--- config.mk ---
export PLATFORM = sky130hd
export DESIGN_NAME = bicubic_catmull_rom_interpolator
export DESIGN_NICKNAME = d
export VERILOG_FILES = /design/src/rtl/core/bcr_pkg.sv /design/src/rtl/core/bcr_front.sv /design/src/rtl/core/bcr_queue.sv /design/src/rtl/core/bcr_cubic.sv /design/src/rtl/core/bcr_back.sv /design/src/rtl/core/bicubic_catmull_rom_interpolator.sv
export VERILOG_INCLUDE_DIRS = /design/src /design/src/rtl/core
export SDC_FILE = /design/constraint.sdc
export NUM_CORES = 2
export LEC_CHECK = 0
export BUFFER_PORTS_ARGS = -buffer_cell sky130_fd_sc_hd__buf_2
export CORE_MARGIN = 2
export CORE_UTILIZATION = 57
export CTS_CLUSTER_DIAMETER = 50
export DETAILED_ROUTE_END_ITERATION = 8
export GPL_TIMING_DRIVEN = 0
export HOLD_SLACK_MARGIN = 0.03
export MAX_ROUTING_LAYER = met4
export PLACE_DENSITY = 0.74
export SKIP_CTS_REPAIR_TIMING = 1
export SYNTH_ARGS = -nofsm -noshare
export SYNTH_HDL_FRONTEND = slang
export SYNTH_SLANG_ARGS = --single-unit
--- constraint.sdc ---
create_clock -name i_clk -period 10.8 [get_ports i_clk]
set_input_delay 0.54 -clock i_clk [delete_from_list [all_inputs] [get_ports i_clk]]
set_output_delay 0.54 -clock i_clk [all_outputs]
set_load 0.01 [all_outputs]
--- src/rtl/core/assert_macros.svh ---
// Assertion macros shared by the bicubic interpolator RTL.
// Included by files that carry concurrent assertions; no other dependencies.
`ifndef ASSERT_MACROS_SVH
`define ASSERT_MACROS_SVH

// Property must hold at every clock edge outside reset.
`define ASSERT_CLK(label, clk, rst_n, prop, msg) \
    label: assert property (@(posedge clk) disable iff (!rst_n) prop) \
        else $error(msg);

// Condition must never be seen at a clock edge outside reset.
`define ASSERT_NEVER(label, clk, rst_n, cond, msg) \
    label: assert property (@(posedge clk) disable iff (!rst_n) !(cond)) \
        else $error(msg);

`endif

--- src/rtl/core/bcr_pkg.sv ---
// Shared types and constants for the Catmull-Rom bicubic interpolator.
// No dependencies; imported by every module of the block.
package bcr_pkg;

    // Multiplier digit width of the cubic engine (bits of t per cycle)
    localparam int DIG_BITS = 8;

    // Decoupling queue depth (power of two)
    localparam int QUEUE_DEPTH = 2;

    // Patch row index; the last row triggers the y pass
    typedef logic [1:0] t_row_idx;
    localparam t_row_idx FIRST_ROW = 2'd0;
    localparam t_row_idx LAST_ROW  = 2'd3;

    // Horner step codes of the cubic engine
    typedef logic [1:0] t_step;
    localparam t_step STEP_C = 2'd0;
    localparam t_step STEP_B = 2'd1;
    localparam t_step STEP_A = 2'd2;

    typedef enum logic [2:0] {
        C_IDLE = 3'b001,
        C_MUL  = 3'b010,
        C_ADD  = 3'b100
    } t_cub_state;

    typedef enum logic [4:0] {
        B_IDLE   = 5'b00001,
        B_ROW    = 5'b00010,
        B_YSTART = 5'b00100,
        B_COL    = 5'b01000,
        B_EMIT   = 5'b10000
    } t_back_state;

    typedef struct packed {
        logic full;
        logic empty;
    } t_q_status;

    typedef struct packed {
        logic busy;
        logic done;
    } t_cub_status;

endpackage

--- src/rtl/core/bcr_front.sv ---
// Front end: accepts patch rows, tags each with its row index, packs a queue entry.
// Depends on bcr_pkg.
module bcr_front
    import bcr_pkg::*;
#(
    parameter int SAMPLE_W = 16,
    parameter int FRAC_W   = 16
) (
    input  logic                          i_clk,
    input  logic                          i_rst_n,
    input  logic                          i_valid,
    output logic                          o_ready,
    input  logic signed [SAMPLE_W-1:0]    i_sample_a,
    input  logic signed [SAMPLE_W-1:0]    i_sample_b,
    input  logic signed [SAMPLE_W-1:0]    i_sample_c,
    input  logic signed [SAMPLE_W-1:0]    i_sample_d,
    input  logic        [FRAC_W-1:0]      i_frac_x,
    input  logic        [FRAC_W-1:0]      i_frac_y,
    input  t_q_status                     i_q_status,
    output logic                          o_push,
    output logic [4*SAMPLE_W+2*FRAC_W+1:0] o_entry
);

    t_row_idx r_row;
    t_row_idx n_row;
    logic     [FRAC_W-1:0] w_frac_y;

    // Accept whenever the queue has room
    assign o_ready = !i_q_status.full;
    assign o_push  = i_valid && o_ready;

    // Row index of the next beat
    always_comb begin
        n_row = r_row;
        if (o_push) begin
            n_row = (r_row == LAST_ROW) ? FIRST_ROW : t_row_idx'(r_row + 2'd1);
        end
    end

    always_ff @(posedge i_clk) begin
        if (!i_rst_n) begin
            r_row <= FIRST_ROW;
        end else begin
            r_row <= n_row;
        end
    end

    // y fraction only matters on the last row; zero it elsewhere
    assign w_frac_y = (r_row == LAST_ROW) ? i_frac_y : '0;

    assign o_entry = {r_row, i_sample_a, i_sample_b, i_sample_c, i_sample_d,
                      i_frac_x, w_frac_y};

endmodule

--- src/rtl/core/bcr_queue.sv ---
// Short register queue between front and back ends.
// Depends on bcr_pkg and assert_macros.svh.
`include "assert_macros.svh"
module bcr_queue
    import bcr_pkg::*;
#(
    parameter int WIDTH = 98
) (
    input  logic             i_clk,
    input  logic             i_rst_n,
    input  logic             i_push,
    input  logic [WIDTH-1:0] i_data,
    input  logic             i_pop,
    output logic [WIDTH-1:0] o_data,
    output t_q_status        o_status
);

    localparam int PTR_W = (QUEUE_DEPTH > 1) ? $clog2(QUEUE_DEPTH) : 1;
    localparam int CNT_W = $clog2(QUEUE_DEPTH + 1);

    logic [WIDTH-1:0] r_mem [QUEUE_DEPTH];
    logic [PTR_W-1:0] r_wr;
    logic [PTR_W-1:0] r_rd;
    logic [CNT_W-1:0] r_count;
    logic [CNT_W-1:0] n_count;

    assign o_status.full  = (r_count == CNT_W'(QUEUE_DEPTH));
    assign o_status.empty = (r_count == '0);
    assign o_data         = r_mem[r_rd];

    always_comb begin
        n_count = r_count;
        if (i_push && !i_pop) begin
            n_count = CNT_W'(r_count + 1'b1);
        end else if (!i_push && i_pop) begin
            n_count = CNT_W'(r_count - 1'b1);
        end
    end

    // Pointers and fill count
    always_ff @(posedge i_clk) begin
        if (!i_rst_n) begin
            r_wr    <= '0;
            r_rd    <= '0;
            r_count <= '0;
        end else begin
            if (i_push) begin
                r_wr <= PTR_W'(r_wr + 1'b1);
            end
            if (i_pop) begin
                r_rd <= PTR_W'(r_rd + 1'b1);
            end
            r_count <= n_count;
        end
    end

    // Storage
    always_ff @(posedge i_clk) begin
        if (i_push) begin
            r_mem[r_wr] <= i_data;
        end
    end

    `ASSERT_NEVER(a_q_overfill, i_clk, i_rst_n, r_count > CNT_W'(QUEUE_DEPTH), "queue overfilled")

endmodule

--- src/rtl/core/bcr_cubic.sv ---
// Catmull-Rom cubic engine: Horner evaluation with a digit-serial multiplier.
// Depends on bcr_pkg.
module bcr_cubic
    import bcr_pkg::*;
#(
    parameter int IN_W   = 18,
    parameter int FRAC_W = 16
) (
    input  logic                     i_clk,
    input  logic                     i_rst_n,
    input  logic                     i_start,
    input  logic signed [IN_W-1:0]   i_p0,
    input  logic signed [IN_W-1:0]   i_p1,
    input  logic signed [IN_W-1:0]   i_p2,
    input  logic signed [IN_W-1:0]   i_p3,
    input  logic        [FRAC_W-1:0] i_t,
    output t_cub_status              o_status,
    output logic signed [IN_W+5:0]   o_result
);

    localparam int COEF_W    = IN_W + 4;
    localparam int ACC_W     = COEF_W + 3 * FRAC_W + 3;
    localparam int RES_W     = COEF_W + 2;
    localparam int NDIG      = (FRAC_W + DIG_BITS - 1) / DIG_BITS;
    localparam int TP_W      = NDIG * DIG_BITS;
    localparam int DIG_CNT_W = (NDIG > 1) ? $clog2(NDIG) : 1;

    t_cub_state                 r_state;
    t_cub_state                 n_state;
    logic                       r_done;
    logic                       n_done;
    logic signed [ACC_W-1:0]    r_acc;
    logic signed [ACC_W-1:0]    n_acc;
    logic signed [ACC_W-1:0]    r_prod;
    logic signed [ACC_W-1:0]    n_prod;
    logic        [TP_W-1:0]     r_t;
    logic        [TP_W-1:0]     n_t;
    logic [DIG_CNT_W-1:0]       r_dig;
    logic [DIG_CNT_W-1:0]       n_dig;
    t_step                      r_step;
    t_step                      n_step;
    logic signed [COEF_W-1:0]   r_ca, r_cb, r_cc;

    logic signed [COEF_W-1:0]   w_p0, w_p1, w_p2, w_p3;
    logic signed [COEF_W-1:0]   w_a, w_b, w_c, w_d;
    logic        [DIG_BITS-1:0] w_digit;
    logic signed [ACC_W+DIG_BITS:0] w_mul;
    logic signed [ACC_W-1:0]    w_addend;

    // Polynomial coefficients of the start operands (times two)
    assign w_p0 = COEF_W'(i_p0);
    assign w_p1 = COEF_W'(i_p1);
    assign w_p2 = COEF_W'(i_p2);
    assign w_p3 = COEF_W'(i_p3);
    assign w_a  = w_p1 <<< 1;
    assign w_b  = w_p2 - w_p0;
    assign w_c  = (w_p0 <<< 1) - ((w_p1 <<< 2) + w_p1) + (w_p2 <<< 2) - w_p3;
    assign w_d  = (w_p1 - w_p2) + ((w_p1 - w_p2) <<< 1) + w_p3 - w_p0;

    // One digit of t per cycle, most significant first
    assign w_digit = r_t[TP_W-1 -: DIG_BITS];
    assign w_mul   = r_acc * $signed({1'b0, w_digit});

    // Coefficient at its weight after each Horner step; A also adds the half
    always_comb begin
        unique case (r_step)
            STEP_C:  w_addend = ACC_W'(r_cc) <<< FRAC_W;
            STEP_B:  w_addend = ACC_W'(r_cb) <<< (2 * FRAC_W);
            default: w_addend = (ACC_W'(r_ca) <<< (3 * FRAC_W))
                              + (ACC_W'(1) <<< (3 * FRAC_W));
        endcase
    end

    // Sequencer
    always_comb begin
        n_state = r_state;
        n_done  = 1'b0;
        n_acc   = r_acc;
        n_prod  = r_prod;
        n_t     = r_t;
        n_dig   = r_dig;
        n_step  = r_step;
        unique case (r_state)
            C_IDLE: begin
                if (i_start) begin
                    n_acc   = ACC_W'(w_d);
                    n_prod  = '0;
                    n_t     = TP_W'(i_t);
                    n_dig   = '0;
                    n_step  = STEP_C;
                    n_state = C_MUL;
                end
            end
            C_MUL: begin
                n_prod = (r_prod <<< DIG_BITS) + ACC_W'(w_mul);
                n_t    = (r_t << DIG_BITS) | (r_t >> (TP_W - DIG_BITS));
                if (r_dig == DIG_CNT_W'(NDIG - 1)) begin
                    n_dig   = '0;
                    n_state = C_ADD;
                end else begin
                    n_dig = DIG_CNT_W'(r_dig + 1'b1);
                end
            end
            C_ADD: begin
                n_acc  = r_prod + w_addend;
                n_prod = '0;
                if (r_step == STEP_A) begin
                    n_done  = 1'b1;
                    n_state = C_IDLE;
                end else begin
                    n_step  = t_step'(r_step + 1'b1);
                    n_state = C_MUL;
                end
            end
            default: n_state = C_IDLE;
        endcase
    end

    always_ff @(posedge i_clk) begin
        if (!i_rst_n) begin
            r_state <= C_IDLE;
            r_done  <= 1'b0;
        end else begin
            r_state <= n_state;
            r_done  <= n_done;
        end
    end

    always_ff @(posedge i_clk) begin
        r_acc  <= n_acc;
        r_prod <= n_prod;
        r_t    <= n_t;
        r_dig  <= n_dig;
        r_step <= n_step;
        if (r_state == C_IDLE && i_start) begin
            r_ca <= w_a;
            r_cb <= w_b;
            r_cc <= w_c;
        end
    end

    // Halve and round: ties toward plus infinity via the added half
    assign o_result      = RES_W'(r_acc >>> (3 * FRAC_W + 1));
    assign o_status.busy = (r_state != C_IDLE);
    assign o_status.done = r_done;

endmodule

--- src/rtl/core/bcr_back.sv ---
// Back end: runs the row cubic, keeps row results, runs the column cubic, holds output.
// Depends on bcr_pkg, bcr_cubic and assert_macros.svh.
`include "assert_macros.svh"
module bcr_back
    import bcr_pkg::*;
#(
    parameter int SAMPLE_W = 16,
    parameter int FRAC_W   = 16
) (
    input  logic                           i_clk,
    input  logic                           i_rst_n,
    input  t_q_status                      i_q_status,
    input  logic [4*SAMPLE_W+2*FRAC_W+1:0] i_entry,
    output logic                           o_pop,
    output logic                           o_valid,
    input  logic                           i_ready,
    output logic signed [SAMPLE_W-1:0]     o_value
);

    localparam int ROW_W = SAMPLE_W + 2;
    localparam int RES_W = ROW_W + 6;
    localparam int SMP_LO = 2 * FRAC_W;
    localparam int IDX_LO = 4 * SAMPLE_W + 2 * FRAC_W;

    localparam logic signed [RES_W-1:0] ROW_MAX =
        {{(RES_W - ROW_W + 1){1'b0}}, {(ROW_W - 1){1'b1}}};
    localparam logic signed [RES_W-1:0] ROW_MIN = ~ROW_MAX;
    localparam logic signed [RES_W-1:0] OUT_MAX =
        {{(RES_W - SAMPLE_W + 1){1'b0}}, {(SAMPLE_W - 1){1'b1}}};
    localparam logic signed [RES_W-1:0] OUT_MIN = ~OUT_MAX;

    t_back_state                r_state;
    t_back_state                n_state;
    t_row_idx                   r_idx;
    logic        [FRAC_W-1:0]   r_ty;
    logic signed [ROW_W-1:0]    r_part [3];
    logic signed [ROW_W-1:0]    r_row3;
    logic                       r_out_valid;
    logic                       n_out_valid;
    logic signed [SAMPLE_W-1:0] r_value;

    t_row_idx                   w_e_idx;
    logic signed [SAMPLE_W-1:0] w_e_a, w_e_b, w_e_c, w_e_d;
    logic        [FRAC_W-1:0]   w_e_fx, w_e_fy;
    logic                       w_start;
    logic                       w_load_out;
    logic signed [ROW_W-1:0]    w_p0, w_p1, w_p2, w_p3;
    logic        [FRAC_W-1:0]   w_t;
    t_cub_status                w_cub;
    logic signed [RES_W-1:0]    w_res;
    logic signed [ROW_W-1:0]    w_row_sat;
    logic signed [SAMPLE_W-1:0] w_out_sat;

    // Entry fields
    assign w_e_idx = i_entry[IDX_LO +: 2];
    assign w_e_a   = i_entry[SMP_LO + 3 * SAMPLE_W +: SAMPLE_W];
    assign w_e_b   = i_entry[SMP_LO + 2 * SAMPLE_W +: SAMPLE_W];
    assign w_e_c   = i_entry[SMP_LO + SAMPLE_W +: SAMPLE_W];
    assign w_e_d   = i_entry[SMP_LO +: SAMPLE_W];
    assign w_e_fx  = i_entry[FRAC_W +: FRAC_W];
    assign w_e_fy  = i_entry[FRAC_W-1:0];

    // Cubic operands: queue entry for the row pass, stored rows for the column pass
    always_comb begin
        if (r_state == B_YSTART) begin
            w_p0 = r_part[0];
            w_p1 = r_part[1];
            w_p2 = r_part[2];
            w_p3 = r_row3;
            w_t  = r_ty;
        end else begin
            w_p0 = ROW_W'(w_e_a);
            w_p1 = ROW_W'(w_e_b);
            w_p2 = ROW_W'(w_e_c);
            w_p3 = ROW_W'(w_e_d);
            w_t  = w_e_fx;
        end
    end

    bcr_cubic #(
        .IN_W   (ROW_W),
        .FRAC_W (FRAC_W)
    ) u_cubic (
        .i_clk    (i_clk),
        .i_rst_n  (i_rst_n),
        .i_start  (w_start),
        .i_p0     (w_p0),
        .i_p1     (w_p1),
        .i_p2     (w_p2),
        .i_p3     (w_p3),
        .i_t      (w_t),
        .o_status (w_cub),
        .o_result (w_res)
    );

    // Saturation of row and final results
    assign w_row_sat = (w_res > ROW_MAX) ? ROW_MAX[ROW_W-1:0] :
                       (w_res < ROW_MIN) ? ROW_MIN[ROW_W-1:0] : w_res[ROW_W-1:0];
    assign w_out_sat = (w_res > OUT_MAX) ? OUT_MAX[SAMPLE_W-1:0] :
                       (w_res < OUT_MIN) ? OUT_MIN[SAMPLE_W-1:0] : w_res[SAMPLE_W-1:0];

    // Back-end sequencer
    always_comb begin
        n_state    = r_state;
        w_start    = 1'b0;
        o_pop      = 1'b0;
        w_load_out = 1'b0;
        unique case (r_state)
            B_IDLE: begin
                if (!i_q_status.empty) begin
                    w_start = 1'b1;
                    o_pop   = 1'b1;
                    n_state = B_ROW;
                end
            end
            B_ROW: begin
                if (w_cub.done) begin
                    n_state = (r_idx == LAST_ROW) ? B_YSTART : B_IDLE;
                end
            end
            B_YSTART: begin
                w_start = 1'b1;
                n_state = B_COL;
            end
            B_COL: begin
                if (w_cub.done) begin
                    n_state = B_EMIT;
                end
            end
            B_EMIT: begin
                if (!r_out_valid || i_ready) begin
                    w_load_out = 1'b1;
                    n_state    = B_IDLE;
                end
            end
            default: n_state = B_IDLE;
        endcase
    end

    // Output slot
    always_comb begin
        n_out_valid = r_out_valid;
        if (w_load_out) begin
            n_out_valid = 1'b1;
        end else if (r_out_valid && i_ready) begin
            n_out_valid = 1'b0;
        end
    end

    always_ff @(posedge i_clk) begin
        if (!i_rst_n) begin
            r_state     <= B_IDLE;
            r_out_valid <= 1'b0;
        end else begin
            r_state     <= n_state;
            r_out_valid <= n_out_valid;
        end
    end

    // Payload registers
    always_ff @(posedge i_clk) begin
        if (o_pop) begin
            r_idx <= w_e_idx;
            r_ty  <= w_e_fy;
        end
        if (r_state == B_ROW && w_cub.done) begin
            if (r_idx == LAST_ROW) begin
                r_row3 <= w_row_sat;
            end else begin
                r_part[r_idx] <= w_row_sat;
            end
        end
        if (w_load_out) begin
            r_value <= w_out_sat;
        end
    end

    assign o_valid = r_out_valid;
    assign o_value = r_value;

    `ASSERT_CLK(a_start_idle, i_clk, i_rst_n, w_start |-> !w_cub.busy, "cubic started while busy")
    `ASSERT_CLK(a_out_from_emit, i_clk, i_rst_n, $rose(r_out_valid) |-> $past(r_state == B_EMIT), "output loaded outside emit")

endmodule

--- src/rtl/core/bicubic_catmull_rom_interpolator.sv ---
// Top level of the Catmull-Rom bicubic interpolator (4x4 patch, one row per beat).
// Depends on bcr_pkg, bcr_front, bcr_queue and bcr_back.
//
//   channel  direction  handshake          payload
//   -------  ---------  -----------------  -----------------------------------------
//   row in   input      i_valid / o_ready  i_sample_a..d, i_frac_x, i_frac_y
//   value    output     o_valid / i_ready  o_value
//
// A row beat holds the back end for a dispatch step, the Horner steps of the shared
// cubic engine and a completion step; every fourth beat adds a column pass and an output
// load. The cubic engine multiplies by the fraction in 8-bit digits, most significant first.
// A two-beat queue lets rows be taken while the engine works; the output register
// frees the engine while a value waits. Reset (i_rst_n low, synchronous) returns to row 0.
module bicubic_catmull_rom_interpolator
    import bcr_pkg::*;
#(
    parameter int SAMPLE_BITS = 16,
    parameter int FRAC_BITS   = 16
) (
    input  logic                          i_clk,
    input  logic                          i_rst_n,
    input  logic                          i_valid,
    output logic                          o_ready,
    input  logic signed [SAMPLE_BITS-1:0] i_sample_a,
    input  logic signed [SAMPLE_BITS-1:0] i_sample_b,
    input  logic signed [SAMPLE_BITS-1:0] i_sample_c,
    input  logic signed [SAMPLE_BITS-1:0] i_sample_d,
    input  logic        [FRAC_BITS-1:0]   i_frac_x,
    input  logic        [FRAC_BITS-1:0]   i_frac_y,
    output logic                          o_valid,
    input  logic                          i_ready,
    output logic signed [SAMPLE_BITS-1:0] o_value
);

    localparam int ENTRY_W = 4 * SAMPLE_BITS + 2 * FRAC_BITS + 2;

    logic               w_push;
    logic               w_pop;
    logic [ENTRY_W-1:0] w_in_entry;
    logic [ENTRY_W-1:0] w_out_entry;
    t_q_status          w_q_status;

    bcr_front #(
        .SAMPLE_W (SAMPLE_BITS),
        .FRAC_W   (FRAC_BITS)
    ) u_front (
        .i_clk      (i_clk),
        .i_rst_n    (i_rst_n),
        .i_valid    (i_valid),
        .o_ready    (o_ready),
        .i_sample_a (i_sample_a),
        .i_sample_b (i_sample_b),
        .i_sample_c (i_sample_c),
        .i_sample_d (i_sample_d),
        .i_frac_x   (i_frac_x),
        .i_frac_y   (i_frac_y),
        .i_q_status (w_q_status),
        .o_push     (w_push),
        .o_entry    (w_in_entry)
    );

    bcr_queue #(
        .WIDTH (ENTRY_W)
    ) u_queue (
        .i_clk    (i_clk),
        .i_rst_n  (i_rst_n),
        .i_push   (w_push),
        .i_data   (w_in_entry),
        .i_pop    (w_pop),
        .o_data   (w_out_entry),
        .o_status (w_q_status)
    );

    bcr_back #(
        .SAMPLE_W (SAMPLE_BITS),
        .FRAC_W   (FRAC_BITS)
    ) u_back (
        .i_clk      (i_clk),
        .i_rst_n    (i_rst_n),
        .i_q_status (w_q_status),
        .i_entry    (w_out_entry),
        .o_pop      (w_pop),
        .o_valid    (o_valid),
        .i_ready    (i_ready),
        .o_value    (o_value)
    );

endmodule

==> metrics.yaml <==
sta:
  postLayoutSetupSlackWorst_ns: 0.375
  fin_crit_sh: 0.965
  skew_ns: 0.0713
  worst_slew_pin_slew_ns: 1.35
  hold_viol_final: 0
  maxSlewHeadroom: 0.101
  drv_slew: 0
  fmax_mhz: 95.9
  fin_crit_ns: 10.43
  holdWs_ns: 0.0733
  finalSetupViolations: 0
  rsz0062_at_grt: "no"
placement:
  place_ws_ns: 0.0630
  dpl.hpwl_microns: 111000
  routabilityCongestion: 0.974
  io_buffers: 117
  dp.cells: 6004
synthesis:
  synth_area_leaders: "edfxtp_1, fa_1, ha_1"
  synth_top_area_share: 0.323
  postSynthCellCount: 4727
  yosys.area.top_type: "edfxtp_1"
  synth_edf_count: 526
  ys_async_sr_fraction: 0
  syn_avg_cell_area_sq_um: 10.4
  yosysSeqAreaShare: 0.330
  yosysUniqueCellTypes: 88
  synth_warnings: 0
  synth_area_sq_um: 49000
  ys_ff_latch: 543
  syn_nets: 5676
  synth_most_common_cell: "inv_1"
  ys.flop_type: "edfxtp_1"
  yosys-top-cells-count: "inv_1, fa_1, edfxtp_1"
status:
  status: "finished, final reports clean"
critical_path:
  crit_fanout: 19
  crit_buf_inv: 8
  max_stage_delay_ns: 0.78
  crit_type: "reg2reg"
  crit_path_start_kind: "flip-flop"
  path_common_cell: "o21a_1"
  arrival_ns: 10.70
  worstPathRequired_ns: 11.07
  slowest_stage: "o21ai_1"
  worst_setup_path_end_kind: "flip-flop"
  crit_family: "compound AO/OA/AOI/OAI gates"
finish:
  final_cells: 6134
  final_nets: 5879
  drive_gt1_frac: 0.0622
  area_growth_pct: 9.82
route:
  vias_per_cell: 5.80
  drtIter0Drc: 3213
  routed_wl_microns: 138000
  first_pass_iters: 6
  post_drt_wl_per_cell_microns: 22.5
  drc: 0
  vias: 35600
  ant_nets: 0
global_routing:
  grtUsageMet2: 0.532
  use_met3: 0.0370
  antenna_found_initial: 6
  grt_max_degree: 61
  grt_usage: 0.326
  gr-usage-met1: 0.421
  grt-busiest-layer: "met2"
  first_global_vias: 36300
  grt_overflow: 0
  grt_pass1_wl_microns: 213000
floorplan:
  die-area_sq_um: 88300
  initial_utilization: 0.575
  die_w_microns: 297
  core-area_sq_um: 85100
  io_pins: 118
  row_count: 107
  die_height_microns: 297
clock_tree:
  clk_latency_ns: 0.65
  clockBufferDepth: 3
  clockRootBuffer: "clkbuf_16"
  cts_made_buffers: 69
  cts_max_level: 3
  tritoncts: "yes"
  cts.clk_slew.worst_paths_ns: 0.06
  cts_sinks: 543
min_path:
  min_path_type: "in2reg"
job:
  max-cap-violations: 0
final cells by class:
| class | count | area (sq um) |
|---|---|---|
| Multi-Input combinational cell | 3308 | 29600 |
| Antenna cell | 4 | 10.0 |
| Tap cell | 1144 | 1430 |
| Buffer | 183 | 708 |
| Fill cell | 7018 | 31400 |
| Clock inverter | 49 | 693 |
| Timing Repair Buffer | 133 | 865 |
| Inverter | 692 | 2600 |
| Clock buffer | 78 | 1760 |
| Sequential cell | 543 | 16100 |
logic make-up after synthesis:
logic type,count (synthesis),share of synthesized area
xor+xnor,206,0.0368
flops,543,0.330
fa+ha+maj,857,0.304
mux,111,0.0233
compound gates,804,0.104
simple gates,1330,0.134
buf+inv,876,0.0676
worst register-to-register path: cells and delay by family, from the launching register on:
family          cells  cell delay [ns]
mux                 2             0.78
fa+ha+maj           5             2.28
simple gates        2             0.33
compound gates     14             3.39
xor+xnor            1             0.15
flops               1             0.33
buf+inv             8             2.81
worst paths after layout:
path	start	to	slack, ns	depth (start not counted)
max	flip-flop	u_back.u_cubic.r_acc[46]	0.37	32
min	i_sample_a[1]	u_queue.r_mem[0][81]	0.07	1
max reg2reg	flip-flop	u_back.u_cubic.r_acc[46]	0.37	32
min reg2reg	u_back.u_cubic.r_dig	u_back.u_cubic.r_state[2]	0.52	1
placed cells by master, fill, tap and decap left out, types with 12 or more instances in the layout:
cell type / n
inv_1: 689
fa_1: 560
edfxtp_1: 526
nand2_1: 450
and2_1: 382
ha_1: 289
nor2_1: 235
a21oi_1: 220
o21ai_0: 183
clkbuf_1: 152
xnor2_1: 136
a21o_1: 125
buf_2: 122
mux2i_1: 89
xor2_1: 70
o21a_1: 69
clkbuf_16: 69
nand3_1: 47
nand2b_1: 34
buf_1: 33
and3_1: 33
a31oi_1: 32
o21bai_1: 31
nor3_1: 29
nor2b_1: 26
nand4_1: 25
mux2_2: 21
dfxtp_1: 17
a211oi_1: 15
o21ai_1: 15
nor3b_1: 13
o211ai_1: 12
clkinv_1: 12
state kept, by name (all words and copies together) (netlist names), named ones only:
signal and cells:
u_back.u_cubic.r_step 2, u_back.o_valid 1, u_back.u_cubic.r_done 1, u_back.u_cubic.r_cb 19
u_back.u_cubic.r_dig 1, u_back.r_part 54, u_queue.r_wr 1, u_back.r_idx 2
u_front.r_row 2, u_back.r_row3 18, u_back.r_ty 16, u_back.u_cubic.r_state 3
u_back.u_cubic.r_t 16, u_back.o_value 16, u_back.u_cubic.r_acc 73, u_queue.r_rd 1
u_queue.r_count 2, u_back.u_cubic.r_prod 73, u_back.u_cubic.r_cc 22, u_back.u_cubic.r_ca 18
u_back.r_state 5, u_queue.r_mem 196
routing by layer:
| metal | part of all wire | routed length [microns] | up-vias |
|---|---|---|---|
| met2 | 0.48 | 66400 | 1317 |
| met5 | 0 | 0 | - |
| met1 | 0.40 | 55500 | 17900 |
| met4 | 0.047 | 6510 | 0 |
| met3 | 0.067 | 9300 | 278 |
| li1 | - | - | 16100 |
through the flow:
| stage | TNS, ns | cell area, sq um | util |
|---|---|---|---|
| after floorplan | 0 | 49000 | - |
| after global placement | -0.0173 | 51000 | 0.599 |
| after detailed placement | 0 | 51300 | 0.603 |
| after CTS | -0.0678 | 53800 | 0.631 |
| after global routing | 0 | 53800 | 0.632 |
| final | 0 | 53800 | 0.632 |
Power is not shown: default switching activity piles up to over one toggle a cycle in this logic, so the estimate is an artifact.
